## src/rtl/fbdr_pkg.sv

```systemverilog
`default_nettype none
// ----------------------------------------------------------------------------
// fbdr_pkg
// Shared types and constants for the frame store with dirty-box tracking.
// ----------------------------------------------------------------------------
package fbdr_pkg;

    localparam int PANEL_WIDTH_DEF  = 160;
    localparam int PANEL_HEIGHT_DEF = 128;

    localparam logic [15:0] WHITE = 16'hFFFF;

    // Opcodes.
    localparam logic [1:0] OP_WRITE = 2'd0;
    localparam logic [1:0] OP_READ  = 2'd1;
    localparam logic [1:0] OP_FLUSH = 2'd2;
    localparam logic [1:0] OP_NOP   = 2'd3;

    // Status codes.
    localparam logic [1:0] STS_DONE      = 2'd0;
    localparam logic [1:0] STS_UNCHANGED = 2'd1;
    localparam logic [1:0] STS_OOB       = 2'd2;
    localparam logic [1:0] STS_DISABLED  = 2'd3;

    // Configuration register indexes.
    localparam logic [1:0] CFG_X_OFFSET    = 2'd0;
    localparam logic [1:0] CFG_Y_OFFSET    = 2'd1;
    localparam logic [1:0] CFG_ROTATION    = 2'd2;
    localparam logic [1:0] CFG_DRAW_ENABLE = 2'd3;

    localparam int CFG_DATA_W = 11;

    typedef struct packed {
        logic [1:0]         opcode;
        logic signed [15:0] x_coord;
        logic signed [15:0] y_coord;
        logic [15:0]        pixel_color;
        logic               force_full_width;
        logic               force_full_height;
    } item_t;

    typedef struct packed {
        logic [1:0]  status;
        logic [15:0] pixel_out;
        logic [7:0]  rect_x;
        logic [7:0]  rect_y;
        logic [8:0]  rect_width;
        logic [8:0]  rect_height;
        logic        rect_empty;
        logic        whole_rows;
    } result_t;

    // Commands from the controller to the datapath.
    typedef struct packed {
        logic clr_en;
        logic cap_in;
        logic map_en;
        logic addr_en;
        logic rd_en;
        logic finish;
    } dp_cmd_t;

    // Status from the datapath to the controller.
    typedef struct packed {
        logic clr_last;
    } dp_sts_t;

endpackage : fbdr_pkg
`default_nettype wire

```

## src/rtl/fbdr_ctrl.sv

```systemverilog
`default_nettype none
// ----------------------------------------------------------------------------
// fbdr_ctrl
// Sequencer: clearing sweep after reset, then a fixed four-step pass per word.
// ----------------------------------------------------------------------------
module fbdr_ctrl
    import fbdr_pkg::*;
(
    input  wire logic    clk,
    input  wire logic    rst_n,
    input  wire logic    start,
    output logic         busy,
    output logic         done,
    output dp_cmd_t      cmd,
    input  wire dp_sts_t sts
);

    typedef enum logic [2:0] {
        ST_CLEAR,
        ST_IDLE,
        ST_MAP,
        ST_ADDR,
        ST_READ,
        ST_FINISH
    } state_t;

    state_t state_reg;
    state_t state_next;
    logic   busy_reg;
    logic   done_reg;

    always_comb
    begin
        state_next = state_reg;
        unique case (state_reg)
            ST_CLEAR:
            begin
                if (sts.clr_last)
                begin
                    state_next = ST_IDLE;
                end
            end
            ST_IDLE:
            begin
                if (start)
                begin
                    state_next = ST_MAP;
                end
            end
            ST_MAP:    state_next = ST_ADDR;
            ST_ADDR:   state_next = ST_READ;
            ST_READ:   state_next = ST_FINISH;
            ST_FINISH: state_next = ST_IDLE;
            default:   state_next = ST_IDLE;
        endcase
    end

    always_ff @(posedge clk or negedge rst_n)
    begin
        if (!rst_n)
        begin
            state_reg <= ST_CLEAR;
            busy_reg  <= 1'b1;
            done_reg  <= 1'b0;
        end
        else
        begin
            state_reg <= state_next;
            busy_reg  <= (state_next != ST_IDLE);
            done_reg  <= (state_reg == ST_FINISH);
        end
    end

    always_comb
    begin
        cmd.clr_en  = (state_reg == ST_CLEAR);
        cmd.cap_in  = (state_reg == ST_IDLE) && start;
        cmd.map_en  = (state_reg == ST_MAP);
        cmd.addr_en = (state_reg == ST_ADDR);
        cmd.rd_en   = (state_reg == ST_READ);
        cmd.finish  = (state_reg == ST_FINISH);
    end

    assign busy = busy_reg;
    assign done = done_reg;

endmodule : fbdr_ctrl
`default_nettype wire

```

## config.mk

```make
export PLATFORM = sky130hd
export DESIGN_NAME = fbdr_ctrl
export DESIGN_NICKNAME = d
export VERILOG_FILES = /design/src/rtl/fbdr_pkg.sv /design/src/rtl/fbdr_ctrl.sv
export SDC_FILE = /design/constraint.sdc
export NUM_CORES = 1
export LEC_CHECK = 0
export BUFFER_PORTS_ARGS = -buffer_cell sky130_fd_sc_hd__buf_4
export CORE_AREA = 2 2 39 41
export DETAILED_ROUTE_END_ITERATION = 6
export DIE_AREA = 0 0 41 43
export PLACE_DENSITY = 0.47
export SYNTH_ARGS = -nofsm -noshare
export SYNTH_HDL_FRONTEND = slang
export SYNTH_SLANG_ARGS = --single-unit
```

## constraint.sdc

```tcl
create_clock -name clk -period 1.6 [get_ports clk]
set_input_delay 0 -clock clk [delete_from_list [all_inputs] [get_ports clk]]
set_output_delay 0 -clock clk [all_outputs]
set_load 0.01 [all_outputs]
```

== Word level (Yosys, flattened, before mapping) ==
Cells that the tools add are included.
Widths: inputs -> output; s select.
Cells by class
  equal/unequal tests: 6
  multiplexer cells: 3
  reductions and logical operators: 2
Operator list (count)
  $pmux 3 s5: 1
  $eq 3x2->1 const B: 2
  $eq 3x3->1 const B: 2
  $mux 3: 2
  $eq 3x1->1 const B: 1
  $logic_not 3->1: 1
  $ne 3x1->1 const B: 1
  $logic_and 1x1->1: 1
Storage, ports and cells
  output and inout bits: 8
  bits of input ports: 4
  flip-flop bits (word level): 5
  word-level logic and storage cells: 14

== Longest topological paths before layout ==
Gate-level depths: netlist (run 1).
  depth after elaboration: 3
  mapped depth: 3
  depth with buffers taken out: 2

== Worst setup path after synthesis (run 1) ==
OpenSTA, ideal clock, no wires.
  kind: register -> register
  from: register state_reg[1]
  to: register state_reg[0]
  setup time: 0.118 ns
  data required time: 1.482 ns
  arrival: 0.977 ns
  clock period less this slack: 1.095 ns
  path buffers: 1
  cell stages (with the launch flop): 4
  slack: 0.505 ns
  cell sequence: dfrtp_1 > buf_6 > or3_1 > a21o_1
Between the ends
  cells in the longest elaborated chain, start to end: 2
  elaborated cells on any way between the ends: 6
  those cells by class: eq/ne (4); mux (1); reduce/logical (1)
Ends and longest elaborated chain
  from (decl): line fbdr_ctrl.sv:27  | state_t state_reg;
  from (signal assigned): line fbdr_ctrl.sv:68  | state_reg <= state_next;
  $eq 3x3->1, or another cell as far along: line fbdr_ctrl.sv:35  | unique case (state_reg)
  $pmux 3 s5 *: line fbdr_ctrl.sv:35
  named net state_next[0]: line fbdr_ctrl.sv:28  | state_t state_next;
Mark *: on every way through the listed nets, which the timed path passes. The rest lies on a longest branch.

==> results.cfg, run 1 <==
[yosys]
ys.flop_type = dfrtp_1
syn_inst = 26
synth_net_count = 30
synth-edff-count = 0
seq_area_frac_synth_pct = 49.0
ys_seq_elements = 5
postSynthAreaPerCell_um2 = 9.91
async_flop_share_pct = 100
yosys.cell_types.count = 19
synthesis.area_um2 = 258
ys_warn_count = 0

[worst_setup_path]
arrival_ns = 1.21
worstRegToRegCells = 2
critPathRequiredTime_ns = 1.60
setup.reg_to_reg.worst_slack_ns = 0.49
critical_path.endpoint_type = output pin
critical_path_peak_fanout = 11
regToRegStartpoint = state_reg[1]
rr_endpoint = state_reg[0]
cp-start-kind = register
path_class = register to output pin

[detailed_routing]
post_drt_wl_per_cell_um = 10.1
maxUsedRoutingLayer = met3
detail-route-antenna-nets = 0
via_per_inst = 4.04
wirelength_um = 557
wl_met1_um = 242
dr_total_vias = 222
drtIter0Drc = 7
wl_met2_um = 267
drt_drc_violations_left = 0
route.met3.wl_um = 47
dr.pass1.iters = 4

[pwr]
vdd_drop_max_mv = 0.865
total_power_mw = 0.680
combPwrFrac_pct = 39.8
internal_power_mw = 0.437
power.switching_fraction_pct = 35.8
share_clk_of_total_power_pct = 21.7
cellLeakagePower_nw = 0.182
power.net_switching_mw = 0.244
sequentialPowerShare_pct = 38.4
pwr_density_cell_nw_per_um2 = 1820

[sta]
timing.max_slew.rel_slack_pct = 79.2
timing.final.hold_violations = 0
timing.setup.tns_ns = 0
finalSetupViolCount = 0
finalHoldWorstSlack_ns = 0.0124
fin_worst_skew_ns = 0.00360
rsz0062_at_grt = false
timing_max_transition_violations_final = 0
worst_slack_ns = 0.393
period_minus_slack_ns = 1.21
fin_crit_share_pct = 75.4
max_freq_mhz = 828
timing_worst_slew_pin_value_ns = 0.312

[clocking]
clk_root_buffer_cell = clkbuf_4
htreeDepth = 1
cts_tree = done
cts.clk_slew.worst_paths_ns = 0.05
clk-insertion-delay-late_ns = 0.24
post_cts_resize_count = 0
tritoncts.num_buffers = 3
ctsLongestPathBuffers = 2
numClockSinks = 5

[global_routing]
global_route_usage_over_all_layers_pct = 8.46
maximum_number_of_pins_on_one_net_before_global_route_repair = 12
antenna_found_initial = 0
grt_first_pass_wirelength_um = 952
vias_in_the_first_global_route = 202
total_congestion_overflow_after_global_routing = 0

[floorplanning]
start_util_pct = 18.6
die_h_um = 43
floorplan.die_area_um2 = 1760
io-pin-count = 12
core_region_area_um2 = 1380
rows = 14
fp.dieW_um = 41

[finish]
postLayoutCoreUtil_pct = 26.9
flip_flop_count_of_the_largest_register_all_copies_and_words_added = 3
post_layout_nonfiller_instances = 55
num-nets-final = 44
nFillCells = 154
final_design_area_no_fill_um2 = 373
drive_above_1_share_pct = 41.0
signed_area_change_from_the_synthesized_netlist_to_the_final_layout_pct = 44.7
num_antenna_cells = 0

[placement]
port_buf_inserts = 11
place.detailed.instances = 50
gp_congestion = 0.753
dpl_cell_area_um2 = 337
placement.setup.worst_slack_ns = 0.484

[run]
max_capacitance_violation_count = 0

[min_path]
worst_hold_startpoint = sts
worst_hold_path_endpoint = busy
timing.hold.worst.class = primary input to register
hold_depth = 3

[run_status]
run_status = complete, no violations
-- power groups by stage --
| stage | clock network (mW) | logic (mW) | registers (mW) |
|---|---|---|---|
| after floorplan | 0 | 0.224 | 0.215 |
| after global placement | 0 | 0.273 | 0.257 |
| after detailed placement | 0 | 0.271 | 0.264 |
| after CTS | 0.156 | 0.274 | 0.262 |
| after global routing | 0.166 | 0.302 | 0.280 |
| final | 0.148 | 0.271 | 0.262 |
-- worst max path at each step --
stage	startpoint	endpoint	slack, ns	cells past startpoint
floorplan	state_reg[1]	state_reg[0]	0.51	3
global placement	state_reg[1]	state_reg[0]	0.52	2
detailed placement	state_reg[1]	state_reg[0]	0.48	2
CTS	state_reg[1]	cmd[3]	0.38	3
global route	state_reg[2]	cmd[1]	0.26	2
finish	state_reg[2]	cmd[1]	0.39	2
-- layer usage --
metal / vias up / global-route usage [%]
met5: - / 0
met4: 0 / 2.00
met3: 0 / 7.85
met2: 10 / 10.6
met1: 100 / 10.4
li1: 112 / -
-- cell usage in the layout, fill, tap and decap left out, drive strengths merged --
cell,count
a21o,1
a21oi,2
and3b,1
buf,11
clkbuf,4
dfrtp,4
dfstp,1
dlygate4sd3,1
nand2,1
nand2b,1
nand3b,1
nor2,4
nor3,1
nor3b,1
o21ai,1
o21bai,1
o2bb2ai,1
or2b,1
or3,1
-- critical path, cell delays in order, from the launching register on --
cell	delay [ns]
dfrtp_1	0.52
nor3b_1	0.28
buf_4	0.17
-- repair_timing --
| action | CTS | global route |
|---|---|---|
| hold endpoints to repair | 5 | 0 |
| hold buffers | 1 | 0 |
| setup buffers | 0 | 0 |
-- cell type report --
| type | count | area, um^2 | area share [%] |
|---|---|---|---|
| Timing Repair Buffer | 12 | 92.6 | 24.8 |
| Sequential cell | 5 | 126 | 33.9 |
| Tap cell | 16 | 20.0 | 5.37 |
| Clock buffer | 4 | 26.3 | 7.05 |
| Multi-Input combinational cell | 18 | 108 | 28.9 |
-- cell usage after synthesis, drive strengths merged (2+ instances only) --
library cell | number | area share, %
a21oi | 2 | 3.9
dfrtp | 4 | 39
nor2 | 4 | 5.8
buf | 3 | 9.2
-- logic make-up (layout without fill, tap and decap cells) --
kind of cell,count (synthesis),after routing,synth area share (%)
buffers and inverters,3,16,9.22
DFF,5,5,49.0
AOI/OAI and AO/OA,6,6,15.0
and+or+nand+nor,12,12,26.7
(Power assumes the default switching activity.)
==> run 2: changes to the inputs <==
- ABC_AREA: default -> 1
- PLACE_DENSITY: 0.47 -> 0.45
- clock period: 1.6 -> 1.25 ns (I/O delays scaled with it)
==> run 2 against run 1 <==
Compared with the run above:
- final area is 0.67% higher
- clock-buffer cell count did not move
- combinational power grew 48%
- worst setup slack worse by 0.30 ns
- final cell count grew 11%
- die area stayed put
- global-route usage is 0.70 points lower
- synthesized cell count increased by 12%
- register-to-register slack got worse by 0.16 ns
- via count decreased by 5.4%
- synthesized area fell by 8.3%
- clock skew fell by 0.0012 ns
- critical path type unchanged
==> results.cfg, run 2 <==
[run_status]
run_status = complete, no violations

[floorplanning]
core_region_area_um2 = 1380
io-pin-count = 12
start_util_pct = 17.1
rows = 14
fp.dieW_um = 41
die_h_um = 43
floorplan.die_area_um2 = 1760

[worst_setup_path]
timing.critical_path.slowest_cell_delay_ns = 0.45
cp_top_family = flip-flops
regToRegStartpoint = state_reg[1]
cp_num_buf_inv = 1
worstRegToRegCells = 4
critPathRequiredTime_ns = 1.25
critical_path_peak_fanout = 7
cp-start-kind = register
critical_path_cell_count = 2
setup.reg_to_reg.worst_slack_ns = 0.33
arrival_ns = 1.16
critical-path-slowest-cell = dfrtp_1
cp_cell_sequence = nor3_1, buf_4
rr_endpoint = busy
path_class = register to output pin
critical_path.endpoint_type = output pin

[yosys]
postSynthAreaPerCell_um2 = 8.15
synthesis.area_um2 = 236
synth-compound-area-share_pct = 2.12
yosys.cell_types.count = 11
async_flop_share_pct = 100
yosys.cell_count.top_type = inv_1
yosysTopAreaCellShare_pct = 42.3
synth_mux_area_share_pct = 0
synth_fa_ha_area_share_pct = 0
ys_top_cells_by_area = dfrtp_1 (42%), dfstp_2 (11%), inv_1 (9.5%), nand2_2 (7.9%), nand3_1 (6.3%)
synth_top_family_by_area = simple AND/OR/NAND/NOR gates
ys_seq_elements = 5
post_synth_and_or_nand_nor_area_fraction_pct = 33.3
synth_net_count = 33
synth_top_cell_by_area = dfrtp_1
synth.cells.most_frequent = inv_1 (6), dfrtp_1 (4), nand2_1 (4)
ys_warn_count = 0
seq_area_frac_synth_pct = 53.4
ys.flop_type = dfrtp_1
parity_gate_share_of_the_synthesized_area_counting_xor_and_xnor_cells_pct = 0
synth-edff-count = 0
syn_inst = 29

[detailed_routing]
drt_drc_violations_left = 0
post_drt_wl_per_cell_um = 8.34
dr.pass1.iters = 4
wirelength_um = 509
via_per_inst = 3.44
dr_total_vias = 210
drtIter0Drc = 4
detail-route-antenna-nets = 0

[global_routing]
total_congestion_overflow_after_global_routing = 0
global_route_usage_over_all_layers_pct = 7.76
vias_in_the_first_global_route = 204
maximum_number_of_pins_on_one_net_before_global_route_repair = 8
grt_first_pass_wirelength_um = 841
top_usage_layer = met2
grtUsageMet1_pct = 9.12
globalRouteMet2Util_pct = 9.69
global_route.usage.met3_pct = 3.14
antenna_found_initial = 0

[sta]
fin_worst_skew_ns = 0.00240
timing.setup.tns_ns = 0
timing_worst_slew_pin_value_ns = 0.262
max_freq_mhz = 862
period_minus_slack_ns = 1.16
timing_max_transition_violations_final = 0
timing.max_slew.rel_slack_pct = 82.4
rsz0062_at_grt = false
finalSetupViolCount = 0
timing.final.hold_violations = 0
fin_crit_share_pct = 92.8

[pwr]
internal_power_mw = 0.546
sequentialPowerShare_pct = 34.0
vdd_drop_max_mv = 0.529
cellLeakagePower_nw = 0.224
pwr_density_cell_nw_per_um2 = 2380
power.net_switching_mw = 0.346
power.switching_fraction_pct = 38.8
share_clk_of_total_power_pct = 20.9
combPwrFrac_pct = 45.1

[clocking]
post_cts.repair.setup_buffers = 0
numClockSinks = 5
post_cts_resize_count = 0
cts_tree = done
cts_hold_buf = 1
ctsLongestPathBuffers = 2
htreeDepth = 1
clk-insertion-delay-late_ns = 0.24
clk_root_buffer_cell = clkbuf_4
cts.clk_slew.worst_paths_ns = 0.04
tritoncts.num_buffers = 3

[finish]
num_antenna_cells = 0
drive_above_1_share_pct = 46.7
num-nets-final = 50
layout.cells.most_common_list = buf_4 (11), inv_1 (6), nand2_1 (4), dfrtp_1 (4)
final_design_area_no_fill_um2 = 375
layout.cells.most_common = buf_4
flip_flop_count_of_the_largest_register_all_copies_and_words_added = 3
signed_area_change_from_the_synthesized_netlist_to_the_final_layout_pct = 58.7

[min_path]
worst_hold_path_endpoint = state_reg[0]
hold_depth = 3
timing.hold.worst.class = primary input to register
worst_hold_startpoint = sts

[placement]
dpl.hpwl_um = 407
dpl_cell_area_um2 = 339
port_buf_inserts = 11
gp_congestion = 0.657

[run]
max_capacitance_violation_count = 0
run 2: stage by stage:
stage	cells	hold slack, ns	utilization (%)	worst slack (ns)	total power [mW]
floorplan	29	-0.296	-	0.304	0.533
global placement	56	-0.196	24.5	0.327	0.711
detailed placement	56	-0.194	24.5	0.327	0.711
CTS	61	0.0302	27.1	0.0757	0.913
global route	61	0.0527	27.1	0.00511	0.966
finish	61	0.0323	27.1	0.0894	0.892
run 2: metal layers:
layer / vias to the layer above / part of all wire (%)
met2: 5 / 53
met5: - / 0
met4: 0 / 0
met3: 0 / 4.1
met1: 87 / 42
li1: 118 / -
run 2: how the worst max path moves through the flow:
stage	start	slack [ns]	end
after global routing	state_reg[2]	0.005	cmd[0]
after global placement	state_reg[1]	0.33	busy
after floorplan	state_reg[1]	0.30	done
after CTS	state_reg[1]	0.08	cmd[0]
after detailed placement	state_reg[1]	0.33	busy
final	state_reg[1]	0.09	cmd[0]
run 2: cells by family (layout without fill, tap and decap cells):
kind of cell	count (synthesis)	count (layout)
DFF	5	5
buffers and inverters	7	23
and+or+nand+nor	16	16
AOI/OAI and AO/OA	1	1
run 2: area by class of cell:
type,count,area [um^2]
fill,157,1010
sequential,5,126
timing repair buffer,12,92.6
multi-input combinational,17,83.8
clock buffer,4,26.3
inverter,7,26.3
tap,16,20.0
run 2: tightest hold or removal path, stage by stage:
cell     delay [ns]
buf_4          0.08
nand2_1        0.05
nand3_1        0.10
run 2: power groups by stage:
stage | sequential (mW) | clock, mW | combinational [mW]
2_1_floorplan | 0.308 | 0 | 0.225
3_3_place_gp | 0.306 | 0 | 0.405
3_5_place_dp | 0.305 | 0 | 0.407
4_1_cts | 0.302 | 0.200 | 0.411
5_1_grt | 0.312 | 0.210 | 0.444
6_report | 0.303 | 0.186 | 0.402
